File: config.mk
export PLATFORM = sky130hd
export DESIGN_NAME = x86_mov_instruction_decoder_core_flat
export DESIGN_NICKNAME = d
export VERILOG_FILES = /design/src/sv/x86mov_pkg.sv /design/src/sv/x86mov_ifs.sv /design/src/sv/x86mov_front.sv /design/src/sv/x86mov_queue.sv /design/src/sv/x86mov_back.sv /design/src/sv/x86_mov_instruction_decoder_core.sv /design/src/flat_wrapper.sv
export VERILOG_INCLUDE_DIRS = /design/src /design/src/sv
export SDC_FILE = /design/constraint.sdc
export NUM_CORES = 1
export LEC_CHECK = 0
export BUFFER_PORTS_ARGS = -buffer_cell sky130_fd_sc_hd__buf_2
export CAP_MARGIN = 5
export CORE_ASPECT_RATIO = 0.8
export CORE_MARGIN = 3
export CORE_UTILIZATION = 60
export CTS_BUF_LIST = sky130_fd_sc_hd__clkbuf_16
export CTS_CLUSTER_SIZE = 24
export DETAILED_ROUTE_END_ITERATION = 16
export PLACE_DENSITY_LB_ADDON = 0.1
export RECOVER_POWER = 25
export SETUP_SLACK_MARGIN = 0.5
export SYNTH_ARGS = -nofsm -noshare
export SYNTH_HDL_FRONTEND = slang
export SYNTH_HIERARCHICAL = 1
export SYNTH_SLANG_ARGS = --single-unit
File: constraint.sdc
create_clock -name clk -period 7.43 [get_ports clk]
set_input_delay 1.486 -clock clk [delete_from_list [all_inputs] [get_ports clk]]
set_output_delay 1.486 -clock clk [all_outputs]
set_load 0.01 [all_outputs]
File: src/sv/x86_mov_instruction_decoder_core_assert.svh
// Assertion macros shared by the MOV decoder RTL.
// Needs clk and arst_n in the scope of the module that uses them.
`ifndef X86_MOV_INSTRUCTION_DECODER_CORE_ASSERT_SVH
`define X86_MOV_INSTRUCTION_DECODER_CORE_ASSERT_SVH

// Same-cycle implication, checked outside reset.
`define X86MOV_ASSERT_NOW(lbl, ante, cons, msg) \
	lbl: assert property (@(posedge clk) disable iff (!arst_n) (ante) |-> (cons)) \
		else $error(msg);

// Next-cycle implication, checked outside reset.
`define X86MOV_ASSERT_NEXT(lbl, ante, cons, msg) \
	lbl: assert property (@(posedge clk) disable iff (!arst_n) (ante) |=> (cons)) \
		else $error(msg);

`endif

File: src/sv/x86mov_pkg.sv
// Types, opcode constants and length logic for the 8086 MOV decoder.
// No dependencies; imported by every other file of the block but the assertion header.
`default_nettype none

package x86mov_pkg;

	localparam int MAX_INSTR_BYTES = 6;
	localparam int CNT_W           = $clog2(MAX_INSTR_BYTES + 1);
	localparam int LEN_W           = 3;

	localparam int Q_DEPTH = 2;
	localparam int Q_PTR_W = $clog2(Q_DEPTH);
	localparam int Q_CNT_W = $clog2(Q_DEPTH + 1);

	localparam logic [5:0] OPC_RM_REG  = 6'b100010;
	localparam logic [6:0] OPC_IMM_RM  = 7'b1100011;
	localparam logic [3:0] OPC_IMM_REG = 4'b1011;
	localparam logic [6:0] OPC_MEM_ACC = 7'b1010000;
	localparam logic [6:0] OPC_ACC_MEM = 7'b1010001;

	localparam logic [1:0] MOD_MEM    = 2'd0;
	localparam logic [1:0] MOD_DISP8  = 2'd1;
	localparam logic [1:0] MOD_DISP16 = 2'd2;
	localparam logic [2:0] RM_DIRECT  = 3'd6;

	typedef enum logic [2:0] {
		FORM_RM_REG  = 3'd0,
		FORM_IMM_RM  = 3'd1,
		FORM_IMM_REG = 3'd2,
		FORM_MEM_ACC = 3'd3,
		FORM_ACC_MEM = 3'd4,
		FORM_UNKNOWN = 3'd5
	} form_t;

	// One complete instruction as it leaves the byte assembler.
	typedef struct packed {
		logic [MAX_INSTR_BYTES-1:0][7:0] bytes;
		logic [LEN_W-1:0]                len;
	} raw_instr_t;

	// Number of displacement bytes that follow the mod-reg-r/m byte.
	function automatic logic [1:0] disp_bytes(input logic [1:0] md, input logic [2:0] rm);
		logic [1:0] n;
		n = 2'd0;
		case (md)
			MOD_MEM:    n = (rm == RM_DIRECT) ? 2'd2 : 2'd0;
			MOD_DISP8:  n = 2'd1;
			MOD_DISP16: n = 2'd2;
			default:    n = 2'd0;
		endcase
		return n;
	endfunction

	// Instruction length, or zero while the mod-reg-r/m byte is still missing.
	function automatic logic [LEN_W-1:0] instr_length(input logic [7:0] op,
			input logic [7:0] modrm, input logic have_modrm);
		logic [LEN_W-1:0] n;
		n = LEN_W'(1);
		if (op[7:2] == OPC_RM_REG || op[7:1] == OPC_IMM_RM) begin
			if (!have_modrm) begin
				n = '0;
			end else begin
				n = LEN_W'(2) + LEN_W'(disp_bytes(modrm[7:6], modrm[2:0]));
				if (op[7:1] == OPC_IMM_RM)
					n = n + LEN_W'(1) + LEN_W'(op[0]);
			end
		end else if (op[7:4] == OPC_IMM_REG) begin
			n = LEN_W'(2) + LEN_W'(op[3]);
		end else if (op[7:1] == OPC_MEM_ACC || op[7:1] == OPC_ACC_MEM) begin
			n = LEN_W'(3);
		end
		return n;
	endfunction

endpackage

`default_nettype wire

File: src/sv/x86mov_ifs.sv
// Valid/ready channel interfaces: raw code bytes in, decoded records out.
// Depends on x86mov_pkg for the form type.
`default_nettype none

interface x86mov_byte_if;
	logic       valid;
	logic       ready;
	logic [7:0] code_byte;

	modport source (output valid, output code_byte, input ready);
	modport sink   (input valid, input code_byte, output ready);
endinterface

interface x86mov_rec_if import x86mov_pkg::*; ();
	logic               valid;
	logic               ready;
	form_t              form;
	logic               to_reg;
	logic               wide;
	logic [1:0]         mode;
	logic [2:0]         reg_sel;
	logic [2:0]         rm_sel;
	logic               direct_addr;
	logic signed [15:0] displacement;
	logic [15:0]        immediate;
	logic [2:0]         length;

	modport source (output valid, output form, output to_reg, output wide, output mode,
		output reg_sel, output rm_sel, output direct_addr, output displacement,
		output immediate, output length, input ready);
	modport sink (input valid, input form, input to_reg, input wide, input mode,
		input reg_sel, input rm_sel, input direct_addr, input displacement,
		input immediate, input length, output ready);
endinterface

`default_nettype wire

File: src/sv/x86mov_front.sv
// Byte assembler: buffers instruction bytes, finds the length, pushes whole instructions.
// Depends on x86mov_pkg, x86mov_ifs and the assertion header.
`default_nettype none
`include "x86_mov_instruction_decoder_core_assert.svh"

module x86mov_front import x86mov_pkg::*; (
	input  wire logic    clk,
	input  wire logic    arst_n,
	x86mov_byte_if.sink  in_ch,
	input  wire logic    q_ready,
	output logic         push,
	output raw_instr_t   push_rec
);

	logic [7:0]       bytes_q [MAX_INSTR_BYTES];
	logic [CNT_W-1:0] count_q;

	logic [CNT_W-1:0] new_count;
	logic [LEN_W-1:0] len;
	logic             accept;
	logic             complete;

	assign in_ch.ready = q_ready;
	assign accept      = in_ch.valid && in_ch.ready;
	assign new_count   = count_q + CNT_W'(1);

	// Merge the arriving byte into the buffered view.
	always_comb begin
		for (int i = 0; i < MAX_INSTR_BYTES; i++)
			push_rec.bytes[i] = (count_q == CNT_W'(i)) ? in_ch.code_byte : bytes_q[i];
		len = instr_length(push_rec.bytes[0], push_rec.bytes[1],
			new_count >= CNT_W'(2));
		push_rec.len = len;
	end

	assign complete = (len != '0) && (new_count >= CNT_W'(len));
	assign push     = accept && complete;

	always_ff @(posedge clk or negedge arst_n) begin
		if (!arst_n) begin
			count_q <= '0;
		end else if (accept) begin
			count_q <= complete ? '0 : new_count;
		end
	end

	always_ff @(posedge clk) begin
		if (accept) begin
			for (int i = 0; i < MAX_INSTR_BYTES; i++)
				if (count_q == CNT_W'(i))
					bytes_q[i] <= in_ch.code_byte;
		end
	end

	`X86MOV_ASSERT_NOW(a_count_range, 1'b1, count_q < CNT_W'(MAX_INSTR_BYTES),
		"byte count ran past the longest instruction")
	`X86MOV_ASSERT_NOW(a_push_len, push, push_rec.len != '0 &&
		push_rec.len <= LEN_W'(MAX_INSTR_BYTES), "pushed instruction with bad length")
	`X86MOV_ASSERT_NEXT(a_push_clears, push, count_q == '0,
		"buffer not emptied after a complete instruction")

endmodule

`default_nettype wire

File: src/sv/x86mov_queue.sv
// Two-entry queue of whole instructions between the assembler and the decoder.
// Depends on x86mov_pkg and the assertion header.
`default_nettype none
`include "x86_mov_instruction_decoder_core_assert.svh"

module x86mov_queue import x86mov_pkg::*; (
	input  wire logic        clk,
	input  wire logic        arst_n,
	input  wire logic        push,
	input  wire raw_instr_t  push_rec,
	output logic             not_full,
	input  wire logic        pop,
	output logic             not_empty,
	output raw_instr_t       head_rec
);

	raw_instr_t         entry_q [Q_DEPTH];
	logic [Q_PTR_W-1:0] wr_ptr_q;
	logic [Q_PTR_W-1:0] rd_ptr_q;
	logic [Q_CNT_W-1:0] count_q;

	assign not_full  = count_q != Q_CNT_W'(Q_DEPTH);
	assign not_empty = count_q != '0;
	assign head_rec  = entry_q[rd_ptr_q];

	function automatic logic [Q_PTR_W-1:0] ptr_next(input logic [Q_PTR_W-1:0] p);
		return (p == Q_PTR_W'(Q_DEPTH - 1)) ? '0 : p + Q_PTR_W'(1);
	endfunction

	always_ff @(posedge clk or negedge arst_n) begin
		if (!arst_n) begin
			wr_ptr_q <= '0;
			rd_ptr_q <= '0;
			count_q  <= '0;
		end else begin
			if (push)
				wr_ptr_q <= ptr_next(wr_ptr_q);
			if (pop)
				rd_ptr_q <= ptr_next(rd_ptr_q);
			if (push && !pop)
				count_q <= count_q + Q_CNT_W'(1);
			else if (pop && !push)
				count_q <= count_q - Q_CNT_W'(1);
		end
	end

	always_ff @(posedge clk) begin
		if (push)
			entry_q[wr_ptr_q] <= push_rec;
	end

	`X86MOV_ASSERT_NOW(a_no_overflow, push, not_full || pop, "push into a full queue")
	`X86MOV_ASSERT_NOW(a_no_underflow, pop, not_empty, "pop from an empty queue")
	`X86MOV_ASSERT_NEXT(a_push_lands, push && !pop, not_empty,
		"queue empty right after a push")

endmodule

`default_nettype wire

File: src/sv/x86mov_back.sv
// Field decoder and output register: turns a whole instruction into a MOV record.
// Depends on x86mov_pkg, x86mov_ifs and the assertion header.
`default_nettype none
`include "x86_mov_instruction_decoder_core_assert.svh"

module x86mov_back import x86mov_pkg::*; (
	input  wire logic        clk,
	input  wire logic        arst_n,
	input  wire logic        deq_valid,
	input  wire raw_instr_t  deq_rec,
	output logic             deq_ready,
	x86mov_rec_if.source     out_ch
);

	logic               valid_q;
	form_t              form_q;
	logic               to_reg_q;
	logic               wide_q;
	logic [1:0]         mode_q;
	logic [2:0]         reg_sel_q;
	logic [2:0]         rm_sel_q;
	logic               direct_q;
	logic signed [15:0] disp_q;
	logic [15:0]        imm_q;
	logic [LEN_W-1:0]   len_q;

	form_t              form_d;
	logic               to_reg_d;
	logic               wide_d;
	logic [1:0]         mode_d;
	logic [2:0]         reg_sel_d;
	logic [2:0]         rm_sel_d;
	logic               direct_d;
	logic signed [15:0] disp_d;
	logic [15:0]        imm_d;
	logic [LEN_W-1:0]   len_d;

	logic [7:0] op;
	logic [7:0] m;
	logic [1:0] nd;
	logic [7:0] imm_lo;
	logic [7:0] imm_hi;

	assign op = deq_rec.bytes[0];
	assign m  = deq_rec.bytes[1];
	assign nd = disp_bytes(m[7:6], m[2:0]);

	// Immediate of the r/m form sits right after the displacement.
	always_comb begin
		case (nd)
			2'd0:    begin imm_lo = deq_rec.bytes[2]; imm_hi = deq_rec.bytes[3]; end
			2'd1:    begin imm_lo = deq_rec.bytes[3]; imm_hi = deq_rec.bytes[4]; end
			default: begin imm_lo = deq_rec.bytes[4]; imm_hi = deq_rec.bytes[5]; end
		endcase
	end

	always_comb begin
		form_d    = FORM_UNKNOWN;
		to_reg_d  = 1'b0;
		wide_d    = 1'b0;
		mode_d    = '0;
		reg_sel_d = '0;
		rm_sel_d  = '0;
		direct_d  = 1'b0;
		disp_d    = '0;
		imm_d     = '0;
		len_d     = deq_rec.len;
		if (op[7:2] == OPC_RM_REG || op[7:1] == OPC_IMM_RM) begin
			form_d    = (op[7:1] == OPC_IMM_RM) ? FORM_IMM_RM : FORM_RM_REG;
			to_reg_d  = (op[7:1] == OPC_IMM_RM) ? 1'b0 : op[1];
			wide_d    = op[0];
			mode_d    = m[7:6];
			reg_sel_d = m[5:3];
			rm_sel_d  = m[2:0];
			direct_d  = (m[7:6] == MOD_MEM) && (m[2:0] == RM_DIRECT);
			if (nd == 2'd2)
				disp_d = {deq_rec.bytes[3], deq_rec.bytes[2]};
			else if (nd == 2'd1)
				disp_d = {{8{deq_rec.bytes[2][7]}}, deq_rec.bytes[2]};
			if (op[7:1] == OPC_IMM_RM)
				imm_d = op[0] ? {imm_hi, imm_lo} : {8'h00, imm_lo};
		end else if (op[7:4] == OPC_IMM_REG) begin
			form_d    = FORM_IMM_REG;
			wide_d    = op[3];
			reg_sel_d = op[2:0];
			imm_d     = op[3] ? {deq_rec.bytes[2], deq_rec.bytes[1]}
				: {8'h00, deq_rec.bytes[1]};
		end else if (op[7:1] == OPC_MEM_ACC || op[7:1] == OPC_ACC_MEM) begin
			form_d = (op[7:1] == OPC_MEM_ACC) ? FORM_MEM_ACC : FORM_ACC_MEM;
			wide_d = op[0];
			disp_d = {deq_rec.bytes[2], deq_rec.bytes[1]};
		end else begin
			len_d = LEN_W'(1);
		end
	end

	// Load a new record when the output register is empty or being drained.
	assign deq_ready = !valid_q || out_ch.ready;

	always_ff @(posedge clk or negedge arst_n) begin
		if (!arst_n) begin
			valid_q <= 1'b0;
		end else if (deq_ready) begin
			valid_q <= deq_valid;
		end
	end

	always_ff @(posedge clk) begin
		if (deq_ready && deq_valid) begin
			form_q    <= form_d;
			to_reg_q  <= to_reg_d;
			wide_q    <= wide_d;
			mode_q    <= mode_d;
			reg_sel_q <= reg_sel_d;
			rm_sel_q  <= rm_sel_d;
			direct_q  <= direct_d;
			disp_q    <= disp_d;
			imm_q     <= imm_d;
			len_q     <= len_d;
		end
	end

	assign out_ch.valid        = valid_q;
	assign out_ch.form         = form_q;
	assign out_ch.to_reg       = to_reg_q;
	assign out_ch.wide         = wide_q;
	assign out_ch.mode         = mode_q;
	assign out_ch.reg_sel      = reg_sel_q;
	assign out_ch.rm_sel       = rm_sel_q;
	assign out_ch.direct_addr  = direct_q;
	assign out_ch.displacement = disp_q;
	assign out_ch.immediate    = imm_q;
	assign out_ch.length       = len_q;

	`X86MOV_ASSERT_NOW(a_unknown_len, valid_q && form_q == FORM_UNKNOWN, len_q == LEN_W'(1),
		"unknown opcode record with length other than one")
	`X86MOV_ASSERT_NOW(a_direct_mode, valid_q && direct_q, mode_q == MOD_MEM &&
		rm_sel_q == RM_DIRECT, "direct address flag without mod 0 and r/m 6")
	`X86MOV_ASSERT_NOW(a_imm_reg_len, valid_q && form_q == FORM_IMM_REG,
		len_q == LEN_W'(2) + LEN_W'(wide_q), "immediate-to-register length off")

endmodule

`default_nettype wire

File: src/sv/x86_mov_instruction_decoder_core.sv
// 8086 MOV instruction decoder.
//
// in_ch carries one raw code byte per transfer (valid/ready). Bytes are
// buffered until the instruction is complete; its length follows from the
// opcode and, for the r/m forms, the mod and r/m fields of the second byte.
// out_ch then carries one decoded record per instruction: form, d and w,
// mod/reg/r/m, direct-address flag, displacement, immediate and length.
// An opcode that is not a MOV form gives a one-byte record of form unknown.
// Throughput: one byte per cycle while the queue has room; the assembler
// finishes an instruction in the cycle its last byte transfers.
// With an idle output, a finished instruction is written into the queue and
// then loaded into the output register that drives out_ch.
// When the receiver stalls, the output register holds its record and the
// queue absorbs up to two more instructions; after that in_ch.ready drops
// until out_ch drains.
// Reset clears the byte count, the queue and the output valid; the decoder
// is ready for an opcode byte as soon as reset is released.
// Depends on x86mov_pkg, x86mov_ifs, x86mov_front, x86mov_queue, x86mov_back.
`default_nettype none

module x86_mov_instruction_decoder_core import x86mov_pkg::*; (
	input  wire logic    clk,
	input  wire logic    arst_n,
	x86mov_byte_if.sink  in_ch,
	x86mov_rec_if.source out_ch
);

	logic       push;
	raw_instr_t push_rec;
	logic       q_not_full;
	logic       pop;
	logic       back_ready;
	logic       q_not_empty;
	raw_instr_t head_rec;

	// Pop only on an actual transfer into the back end.
	assign pop = back_ready && q_not_empty;

	x86mov_front u_front (
		.clk      (clk),
		.arst_n   (arst_n),
		.in_ch    (in_ch),
		.q_ready  (q_not_full),
		.push     (push),
		.push_rec (push_rec)
	);

	x86mov_queue u_queue (
		.clk       (clk),
		.arst_n    (arst_n),
		.push      (push),
		.push_rec  (push_rec),
		.not_full  (q_not_full),
		.pop       (pop),
		.not_empty (q_not_empty),
		.head_rec  (head_rec)
	);

	x86mov_back u_back (
		.clk       (clk),
		.arst_n    (arst_n),
		.deq_valid (q_not_empty),
		.deq_rec   (head_rec),
		.deq_ready (back_ready),
		.out_ch    (out_ch)
	);

endmodule

`default_nettype wire

File: src/flat_wrapper.sv
// flat-port wrapper written by rule: the top's interface ports become plain ports
module x86_mov_instruction_decoder_core_flat import x86mov_pkg::*;
  (clk, arst_n, in_ch_valid, in_ch_code_byte, in_ch_ready, out_ch_valid, out_ch_form, out_ch_to_reg, out_ch_wide, out_ch_mode, out_ch_reg_sel, out_ch_rm_sel, out_ch_direct_addr, out_ch_displacement, out_ch_immediate, out_ch_length, out_ch_ready);
  x86mov_byte_if in_ch_i ();
  x86mov_rec_if out_ch_i ();
  input  wire logic clk;
  input  wire logic arst_n;
  input wire logic [$bits(in_ch_i.valid)-1:0] in_ch_valid;
  input wire logic [$bits(in_ch_i.code_byte)-1:0] in_ch_code_byte;
  output wire logic [$bits(in_ch_i.ready)-1:0] in_ch_ready;
  output wire logic [$bits(out_ch_i.valid)-1:0] out_ch_valid;
  output wire logic [$bits(out_ch_i.form)-1:0] out_ch_form;
  output wire logic [$bits(out_ch_i.to_reg)-1:0] out_ch_to_reg;
  output wire logic [$bits(out_ch_i.wide)-1:0] out_ch_wide;
  output wire logic [$bits(out_ch_i.mode)-1:0] out_ch_mode;
  output wire logic [$bits(out_ch_i.reg_sel)-1:0] out_ch_reg_sel;
  output wire logic [$bits(out_ch_i.rm_sel)-1:0] out_ch_rm_sel;
  output wire logic [$bits(out_ch_i.direct_addr)-1:0] out_ch_direct_addr;
  output wire logic [$bits(out_ch_i.displacement)-1:0] out_ch_displacement;
  output wire logic [$bits(out_ch_i.immediate)-1:0] out_ch_immediate;
  output wire logic [$bits(out_ch_i.length)-1:0] out_ch_length;
  input wire logic [$bits(out_ch_i.ready)-1:0] out_ch_ready;
  assign in_ch_i.valid = in_ch_valid;
  assign in_ch_i.code_byte = in_ch_code_byte;
  assign in_ch_ready = in_ch_i.ready;
  assign out_ch_valid = out_ch_i.valid;
  assign out_ch_form = out_ch_i.form;
  assign out_ch_to_reg = out_ch_i.to_reg;
  assign out_ch_wide = out_ch_i.wide;
  assign out_ch_mode = out_ch_i.mode;
  assign out_ch_reg_sel = out_ch_i.reg_sel;
  assign out_ch_rm_sel = out_ch_i.rm_sel;
  assign out_ch_direct_addr = out_ch_i.direct_addr;
  assign out_ch_displacement = out_ch_i.displacement;
  assign out_ch_immediate = out_ch_i.immediate;
  assign out_ch_length = out_ch_i.length;
  assign out_ch_i.ready = out_ch_ready;
  x86_mov_instruction_decoder_core u_core (.clk(clk), .arst_n(arst_n), .in_ch(in_ch_i), .out_ch(out_ch_i));
endmodule
# After elaboration in Yosys (flattened, before gate mapping)
# Memories as Yosys holds them, arrays and structs flattened.
# Index checks and enable logic that the tools add are counted.
# classes
n_addsub	9
n_lt_le_gt_ge	2
n_eq_ne	24
mux	82
n_bitwise	1
reduce_logical	28
# ops
op	n
$mux 16	10
$mux 8	11
$mux 3	19
$eq 7x7->1 const B	6
$reduce_or 8->1	5
$pmux 8 s2	2
$mux 1	31
$mux 2	7
$eq 3x3->1 const B	4
$eq 6x6->1 const B	2
$pmux 2 s3	2
$eq 4x4->1 const B	2
$logic_and 1x1->1	7
$add 3x1->3 const B	2
$eq 2x1->1 const B	3
$eq 2x2->1 const B	3
$eq 3x2->1 const B	2
$logic_not 2->1	3
$logic_or 1x1->1	5
$reduce_bool 2->1	2
$add 2x1->3 const A	1
$add 2x2->3 const A	1
$add 3x1->3	1
$eq 3x1->1 const B	1
11 further kinds	14
# totals
reg_bits	57
ram_bits	150
in_bits	12
out_inout_bits	51
elab_cells	163
n_memories	2
# mem_list
memory	words	width	read_ports	rd_ports_with_merged_regs	write_ports	line	source
u_core.u_queue.entry_q	2	51	1	0	1	x86mov_queue.sv:17	raw_instr_t entry_q [Q_DEPTH];
u_core.u_front.bytes_q	6	8	6	0	1	x86mov_front.sv:15	logic [7:0] bytes_q [MAX_INSTR_BYTES];

# Depth between registers and ports, before layout
# Gate-level depths: netlist of the first run.
# depth
depth_word	20
ltp_mapped	20
ltp_nobuf	19

# By module
# The synthesis of the first run kept the hierarchy.
# modules_own_cells
module	n_inst	cells_each	area_per_inst_um2	seq_area_each_um2
x86mov_queue	1	175	4121.5	3163.0
x86mov_front	1	196	2663.8	1516.5
x86mov_back	1	217	2641.3	1496.4
x86_mov_instruction_decoder_core	1	1	6.3	0.0

# Least setup slack after synthesis of the first run
# Ideal clock, no wire load.
# synth_timing
path_kind	input port to flip-flop
start	in in_ch_code_byte[7]
end	mem u_core/u_queue/entry_q[0][0] (netlist bit) (enable)
setup_time_ns	0.466
t_arrival_ns	6.091
required_ns	6.964
slack_ns	0.873
path_stages	14
n_path_buf	1
path_cell_list	clkbuf_1 nor4bb_1 a31oi_1 or3_1 and2_4 o31ai_4 inv_1 ha_1 nand2b_1 a21o_1 a21oi_1 a31oi_4 and2b_1 nor2b_1
# synth_rtl
element	line	source
start: declaration	flat_wrapper.sv:9	input wire logic [$bits(in_ch_i.code_byte)-1:0] in_ch_code_byte;
end: declaration	x86mov_queue.sv:17	

==> summary.md, run 1 <==
| Metric | Value |
|---|---|
| Outcome | `completed` |
| Die Area | `17,270 um^2` |
| Post-synthesis mux area share | `0.1494` |
| Avg Inst Size Synth | `16.01 um^2` |
| Htree depth | `1` |
| Synth Flop Type | `edfxtp_1` |
| Main combinational cell family by area after synthesis | `multiplexers` |
| Hold Crit Class | `flop to flop` |
| Psw | `1433 uW` |
| Largest register FFs | `102` |
| All-layer global routing usage | `0.2077` |
| 1st-pass router iterations | `5` |
| Total setup buffers inserted after CTS | `0` |
| Final GP Congestion | `0.8201` |
| Layout cells sized above 1 | `0.2696` |
| Clock root cell | `clkbuf_16` |
| Period utilization | `0.7101` |
| Clock buffer depth | `3` |
| P_int | `2859 uW` |
| Synth Instances | `589` |
| Final hold violations | `0` |
| Post-CTS sizing | `0` |
| Largest net degree at the start of global routing | `53` |
| Fin cells | `874` |
| Mapped Nets | `612` |
| Power per cell area | `412.6 nW/um^2` |
| Via count | `5,120` |
| Clock share of power | `0.210` |
| Worst EP required | `7.59 ns` |
| Crit path time final | `5.276 ns` |
| Layout area overhead | `10.31%` |
| Inst Count DP | `837` |
| YS warnings | `6` |
| Skew-Pair Late Insertion Delay | `0.49 ns` |
| Logic pwr share | `0.364` |
| Final Worst Setup Slack | `2.154 ns` |
| Port bufs | `62` |
| Row Count | `40` |
| I/O pins | `63` |
| Adder-cell share of the synthesized area | `0.01459` |
| Total wire length | `18.17 mm` |
| Seq/Total Area, Yosys | `0.6547` |
| Fmax | `189.5 MHz` |
| Post-synth EDFFs | `199` |
| Number of diodes | `0` |
| # DRC | `0` |
| Post-synthesis cell area | `9433 um^2` |
| Most frequent cells after synthesis | `edfxtp_1 (199), mux2_4 (49), mux2_2 (42), nand2_1 (42), nor2_1 (25)` |
| Max transition margin | `0.2607` |
| Max rail drop VDD | `0.2254 mV` |
| Num CTS Buffers | `21` |
| Slew Viols, Final | `0` |
| Nets@finish | `673` |
| Top reg by flops | `u_core/u_queue/entry_q` |
| Unrepaired setup endpoints after global routing | `no` |
| Die Wd | `146.2 um` |
| Initial DRC count | `476` |
| Asr flop ratio synth | `0.03865` |
| Synth Area in Compound Gates | `0.07932` |
| Wire per inst | `20.79 um` |
| Largest regs | `u_core/u_queue/entry_q x102, u_core/u_front/bytes_q x48` |
| First-pass GRT wire length | `28.08 mm` |
| Crit end category | `flop` |
| DP Worst Slack | `1.869 ns` |
| Final HPWL DP | `12.39 mm` |
| Top-count cell post-synth | `edfxtp_1` |
| Post-route ant nets | `0` |
| TritonCTS clock tree | `built` |
| GRT overflow | `0` |
| Critical Path Start Type | `input pin` |
| Core ar. | `15,210 um^2` |
| Leak Pwr | `0.003947 uW` |
| CTS Hold Bufs | `0` |
| Synth top area cells | `edfxtp_1 (63%), mux2_4 (7.8%), mux2_2 (5.0%)` |
| Share of the synthesized area in the top cell type | `0.6335` |
| Number of synthesized register bits | `207` |
| Max cap viols | `0` |
| Reg-to-reg setup timing slack | `2.38 ns` |
| Vias per inst | `5.858` |
| Initial antenna violation count | `0` |
| Worst-path clk slew | `0.06 ns` |
| Switching share of power | `0.3339` |
| Post-synth cell types | `63` |
| Finished Core Util | `0.6839` |
| # clock sinks | `207` |
| Die Ht | `118.1 um` |
| Post-Synth Simple-Gate Area | `0.06699` |
| FILL cells | `1,086` |
| Total power | `4293 uW` |
| Starting Density | `0.6200` |
| Clk_skew | `0.01213 ns` |
| Vias in the first global route | `4,829` |
| Pin slew with the least headroom to its limit | `1.109 ns` |
| Worst EP arrival | `5.43 ns` |
| Sum of negative setup slack | `0 ns` |
| Crit Path Max Fanout | `30` |
| Setup Crit Path Kind | `input pin to flop` |
| Area leader, netlist | `edfxtp_1` |
| Seq pwr share | `0.426` |
| XOR/XNOR Fraction of Synth Area | `0.004643` |
| Setup Viol. Count Final | `0` |
## cell families (layout without fill, tap and decap cells)
| kind of cell | count (synthesis) | in the layout |
|---|---|---|
| flops | 207 | 207 |
| simple gates | 119 | 119 |
| mux | 111 | 111 |
| compound gates | 91 | 91 |
| buf+inv | 45 | 120 |
| fa+ha+maj | 11 | 11 |
| xor+xnor | 5 | 5 |
## cell type report
type	count	area (um^2)	share of cell area
Clock inverter	16	66.31	0.006373
Clock buffer	21	525.5	0.05050
Sequential cell	207	6177	0.5937
Inverter	17	63.81	0.006133
Multi-Input combinational cell	337	2980	0.2864
Timing Repair Buffer	66	329.1	0.03163
Tap cell	210	262.8	0.02525
## critical path: stages
cell      delay [ns]
clkbuf_1        0.38
nor4bb_1        0.37
a31oi_1         0.11
or3_1           0.35
and2_4          0.18
o31ai_4         0.27
inv_1           0.11
ha_1            0.28
nand2b_1        0.09
a21o_1          0.11
a21oi_1         0.09
a31oi_4         0.20
and2b_1         0.23
nor2b_4         0.73
buf_4           0.43
## worst paths after layout
check | cells past startpoint | start | to
hold reg to reg | 1 | u_core/u_queue/count_q[1] | u_core/u_queue/count_q[1]
setup / recovery | 15 | in_ch_code_byte[7] | u_core/u_queue/entry_q[0][33]
min in group asynchronous | 1 | arst_n | u_core/u_back/out_ch.valid
hold / removal | 1 | u_core/u_queue/count_q[1] | u_core/u_queue/count_q[1]
max in group asynchronous | 1 | arst_n | u_core/u_queue/rd_ptr_q
setup reg to reg | 16 | u_core/u_front/count_q[0] | u_core/u_queue/entry_q[0][33]
## per-layer routing
| layer | vias to the layer above | GRT usage | part of all wire |
|---|---|---|---|
| met2 | 230 | 0.2836 | 0.41 |
| met3 | 25 | 0.03411 | 0.071 |
| met4 | 0 | 0.04524 | 0.017 |
| li1 | 2393 | - | - |
| met5 | - | 0 | 0 |
| met1 | 2472 | 0.3502 | 0.50 |
## power by group through the flow
stage | Combinational (uW) | Clock [uW] | Sequential, uW
2_1_floorplan | 1160 | 0 | 1900
3_3_place_gp | 1530 | 0 | 1840
3_5_place_dp | 1550 | 0 | 1850
4_1_cts | 1560 | 924 | 1830
5_1_grt | 1680 | 973 | 1860
6_report | 1560 | 903 | 1830
## per-stage QoR
stage / instance area (um^2) / hold slack, ns
after floorplan: 9433 / 0.4555
after detailed placement: 9824 / 0.4899
after global placement: 9824 / 0.4726
after global routing: 10410 / 0.5195
final: 10410 / 0.4966
after CTS: 10420 / 0.4984
## placed cells by master (no fill, tap or decap), drive strengths merged, types with 3 or more instances in the layout
| cell type | instances |
|---|---|
| edfxtp | 199 |
| mux2 | 91 |
| buf | 57 |
| nand2 | 43 |
| clkbuf | 30 |
| inv | 26 |
| nor2 | 25 |
| mux2i | 20 |
| a21o | 20 |
| o31ai | 12 |
| ha | 11 |
| o21ai | 11 |
| a22o | 10 |
| and2 | 10 |
| a221o | 9 |
| nand2b | 8 |
| o22ai | 8 |
| dfrtp | 8 |
| nand3 | 6 |
| clkinv | 6 |
| a21oi | 5 |
| and3 | 4 |
| xor2 | 4 |
| o31a | 3 |
| nand3b | 3 |
| a31oi | 3 |
Note: power is estimated with default switching activity, not from simulation.
==> inputs of run 2 (changes only) <==
ABC_AREA = 1   (was not set)
CORE_UTILIZATION = 61   (was 60)
clock period = 4.92 ns   (was 7.43 ns; I/O delays follow)
==> run 2 against run 1 <==
  * The flow now finishes with violations (max-capacitance violations, max-slew violations)
  * Combinational power increased by 44%
  * Worst hold slack got worse by 0.072 ns
  * Cell count increased by 28%
  * Critical path depth increased by 5
  * Non-clock buffer count increased by 1
  * Clock power increased by 64%
  * Largest power group unchanged
  * Highest routed layer unchanged
==> summary.md, run 2 <==
| Metric | Value |
|---|---|
| Outcome | `finished with violations` |
| Failing checks | `max-capacitance violations, max-slew violations` |
| Worst EP arrival | `4.33 ns` |
| Crit path time final | `4.192 ns` |
| Post-synthesis cell area | `9788 um^2` |
| Worst reg2reg path startpoint | `u_core/u_front/count_q[0]` |
| Finished Core Util | `0.6969` |
| Unrepaired setup endpoints after global routing | `no` |
| Synth top area cells | `edfxtp_1 (61%), nand2_1 (9.0%), mux2_4 (7.5%)` |
| Mapped Nets | `860` |
| Initial antenna violation count | `0` |
| Number of synthesized register bits | `207` |
| Crit Path Max Fanout | `31` |
| Sum of negative setup slack | `0 ns` |
| Largest net degree at the start of global routing | `52` |
| Skew-Pair Late Insertion Delay | `0.50 ns` |
| WL met2 | `8.736 mm` |
| Max cap viols | `1` |
| Reg-to-Reg End | `u_core/u_queue/entry_q[0][28]` |
| Worst-path clk slew | `0.06 ns` |
| Final GP Congestion | `0.9420` |
| Initial DRC count | `804` |
| I/O pins | `63` |
| Top reg by flops | `u_core/u_queue/entry_q` |
| Fmax | `238.5 MHz` |
| Setup Viol. Count Final | `0` |
| Final Worst Setup Slack | `0.7277 ns` |
| Avg Inst Size Synth | `11.69 um^2` |
| DR WL met3 | `1.476 mm` |
| Slew Viols, Final | `50` |
| Area leader, netlist | `edfxtp_1` |
| Launch point of the critical path | `u_core/u_front/count_q[0]` |
| DP Worst Slack | `0.6419 ns` |
| Worst Setup EP | `u_core/u_queue/entry_q[0][28]` |
| Most frequent cells after synthesis | `nand2_1 (235), edfxtp_1 (199), inv_1 (89)` |
| # clock sinks | `207` |
| Worst EP required | `5.06 ns` |
| Asr flop ratio synth | `0.03865` |
| Num CTS Buffers | `21` |
| Top-count cell post-synth | `nand2_1` |
| Post-synth EDFFs | `199` |
| All-layer global routing usage | `0.2242` |
| Starting Density | `0.6371` |
| Post-synth cell types | `38` |
| Max transition margin | `-0.6053` |
| R2R depth | `20` |
| Setup Crit Path Kind | `flop to flop` |
| Clk_skew | `0.02122 ns` |
| Number of diodes | `0` |
| Period utilization | `0.8521` |
| Reg-to-reg setup timing slack | `0.73 ns` |
| Total power | `6465 uW` |
| Most frequent cells in the layout | `nand2_1 (242), edfxtp_1 (199), inv_1 (92)` |
| Power per cell area | `603.8 nW/um^2` |
| Htree depth | `1` |
| Commonest non-fill, non-tap cell in the layout | `nand2_1` |
| Total wire length | `19.74 mm` |
| Die Area | `17,610 um^2` |
| Core ar. | `15,360 um^2` |
| Largest register FFs | `102` |
| Wire per inst | `17.66 um` |
| Max Used Layer | `met4` |
| Hold Crit Class | `input pin to asynchronous set/reset pin` |
| Clock root cell | `clkbuf_16` |
| Die Ht | `119.3 um` |
| Placed inst area | `10,120 um^2` |
| Final hold violations | `0` |
| 1st-pass router iterations | `6` |
| # DRC | `0` |
| Critical Path Start Type | `flop` |
| Layout cells sized above 1 | `0.1949` |
| Clock buffer depth | `3` |
| Leak Pwr | `0.004711 uW` |
| Port bufs | `62` |
| Crit end category | `flop` |
| Nets@finish | `920` |
| Seq/Total Area, Yosys | `0.6310` |
| Synth Instances | `837` |
| Largest regs | `u_core/u_queue/entry_q x102, u_core/u_front/bytes_q x48` |
| Pin slew with the least headroom to its limit | `2.408 ns` |
| GRT overflow | `0` |
| Via count | `6,115` |
| Post-route ant nets | `0` |
| Final HPWL DP | `13.91 mm` |
| First-pass GRT wire length | `31.04 mm` |
| Vias per inst | `5.470` |
| Die Wd | `147.6 um` |
| Max rail drop VDD | `0.2875 mV` |
| Post-route cell area | `10,710 um^2` |
| TritonCTS clock tree | `built` |
| YS warnings | `6` |
| Row Count | `40` |
| Share of the synthesized area in the top cell type | `0.6105` |
| Synth Flop Type | `edfxtp_1` |
| Layout area overhead | `9.396%` |
| Vias in the first global route | `5,674` |
| WL met1 | `9.130 mm` |
run 2: cell count changes after synthesis, sizes merged, moves of 9 or more:
| cell | before | now |
|---|---|---|
| o21ai | 11 | 46 |
| mux2 | 91 | 51 |
| and2 | 10 | 0 |
| mux2i | 20 | 0 |
| a22o | 10 | 0 |
| nor2 | 25 | 36 |
| o31ai | 12 | 0 |
| a221o | 9 | 0 |
| inv | 17 | 93 |
| nand3 | 6 | 83 |
| a21o | 20 | 0 |
| nand2 | 43 | 261 |
run 2: cell families (layout without fill, tap and decap cells):
| group | after synthesis | after routing | share of synthesized area |
|---|---|---|---|
| and+or+nand+nor | 388 | 388 | 0.1773 |
| DFF | 207 | 207 | 0.6310 |
| buffers and inverters | 124 | 195 | 0.06800 |
| AOI/OAI and AO/OA | 53 | 53 | 0.02953 |
| muxes | 51 | 51 | 0.07746 |
| adders and majority gates | 11 | 11 | 0.01406 |
| xor gates and xnor gates | 3 | 3 | 0.002685 |
run 2: what timing repair did:
item	in CTS	in global routing
setup endpoints to repair	0	31
resized for setup	0	1
hold buffers	0	0
setup buffers	0	0
run 2: area by class of cell:
type | instances | area (um^2)
timing repair buffer | 67 | 345.3
clock buffer | 21 | 525.5
sequential | 207 | 6177
multi-input combinational | 506 | 2929
fill | 1125 | 4657
tap | 210 | 262.8
clock inverter | 13 | 110.1
inverter | 94 | 357.8
run 2: how the worst min path moves through the flow:
stage,startpoint,end,slack (ns),cells past startpoint
after floorplan,u_core/u_queue/count_q[1],u_core/u_queue/count_q[1],0.46,2
after global placement,u_core/u_queue/count_q[1],u_core/u_queue/count_q[1],0.48,2
after detailed placement,u_core/u_queue/count_q[0],u_core/u_queue/count_q[0],0.49,1
after CTS,arst_n,u_core/u_queue/count_q[1],0.32,1
after global routing,arst_n,u_core/u_queue/count_q[1],0.44,1
final,arst_n,u_core/u_queue/count_q[1],0.42,1
run 2: per-layer routing:
layer  vias to the layer above  track usage
li1                       2933            -
met1                      2874       0.3422
met2                       279       0.3377
met3                        29      0.04108
met4                         0      0.05471
met5                         -            0
run 2: metrics by stage:
stage / hold slack [ns] / instances
2_1_floorplan: 0.4625 / 837
5_1_grt: 0.4424 / 1118
3_5_place_dp: 0.4871 / 1084
4_1_cts: 0.3199 / 1118
6_report: 0.4250 / 1118
3_3_place_gp: 0.4758 / 1084
run 2: worst max-delay path, stage by stage (launching register included):
cell and delay, ns:
dfrtp_1 0.45, ha_1 0.29, nand2_1 0.42, nand2_1 0.12
o21ai_1 0.19, nand3_2 0.11, nand2_2 0.09, nand2_1 0.06
ha_1 0.28, nand3_1 0.08, nand2_1 0.05, nor2_1 0.12
nor2_2 0.07, ha_1 0.29, nand2_1 0.05, o211ai_1 0.18
nand2_2 0.10, nor2_1 0.25, inv_1 0.12, nor2_4 0.12
buf_4 0.38
run 2: report_power, final:
part / switching [uW] / internal, uW / total [uW]
Sequential: 182 / 2560 / 2740
Combinational: 1420 / 822 / 2250
Clock: 607 / 874 / 1480
Total: 2210 / 4250 / 6460
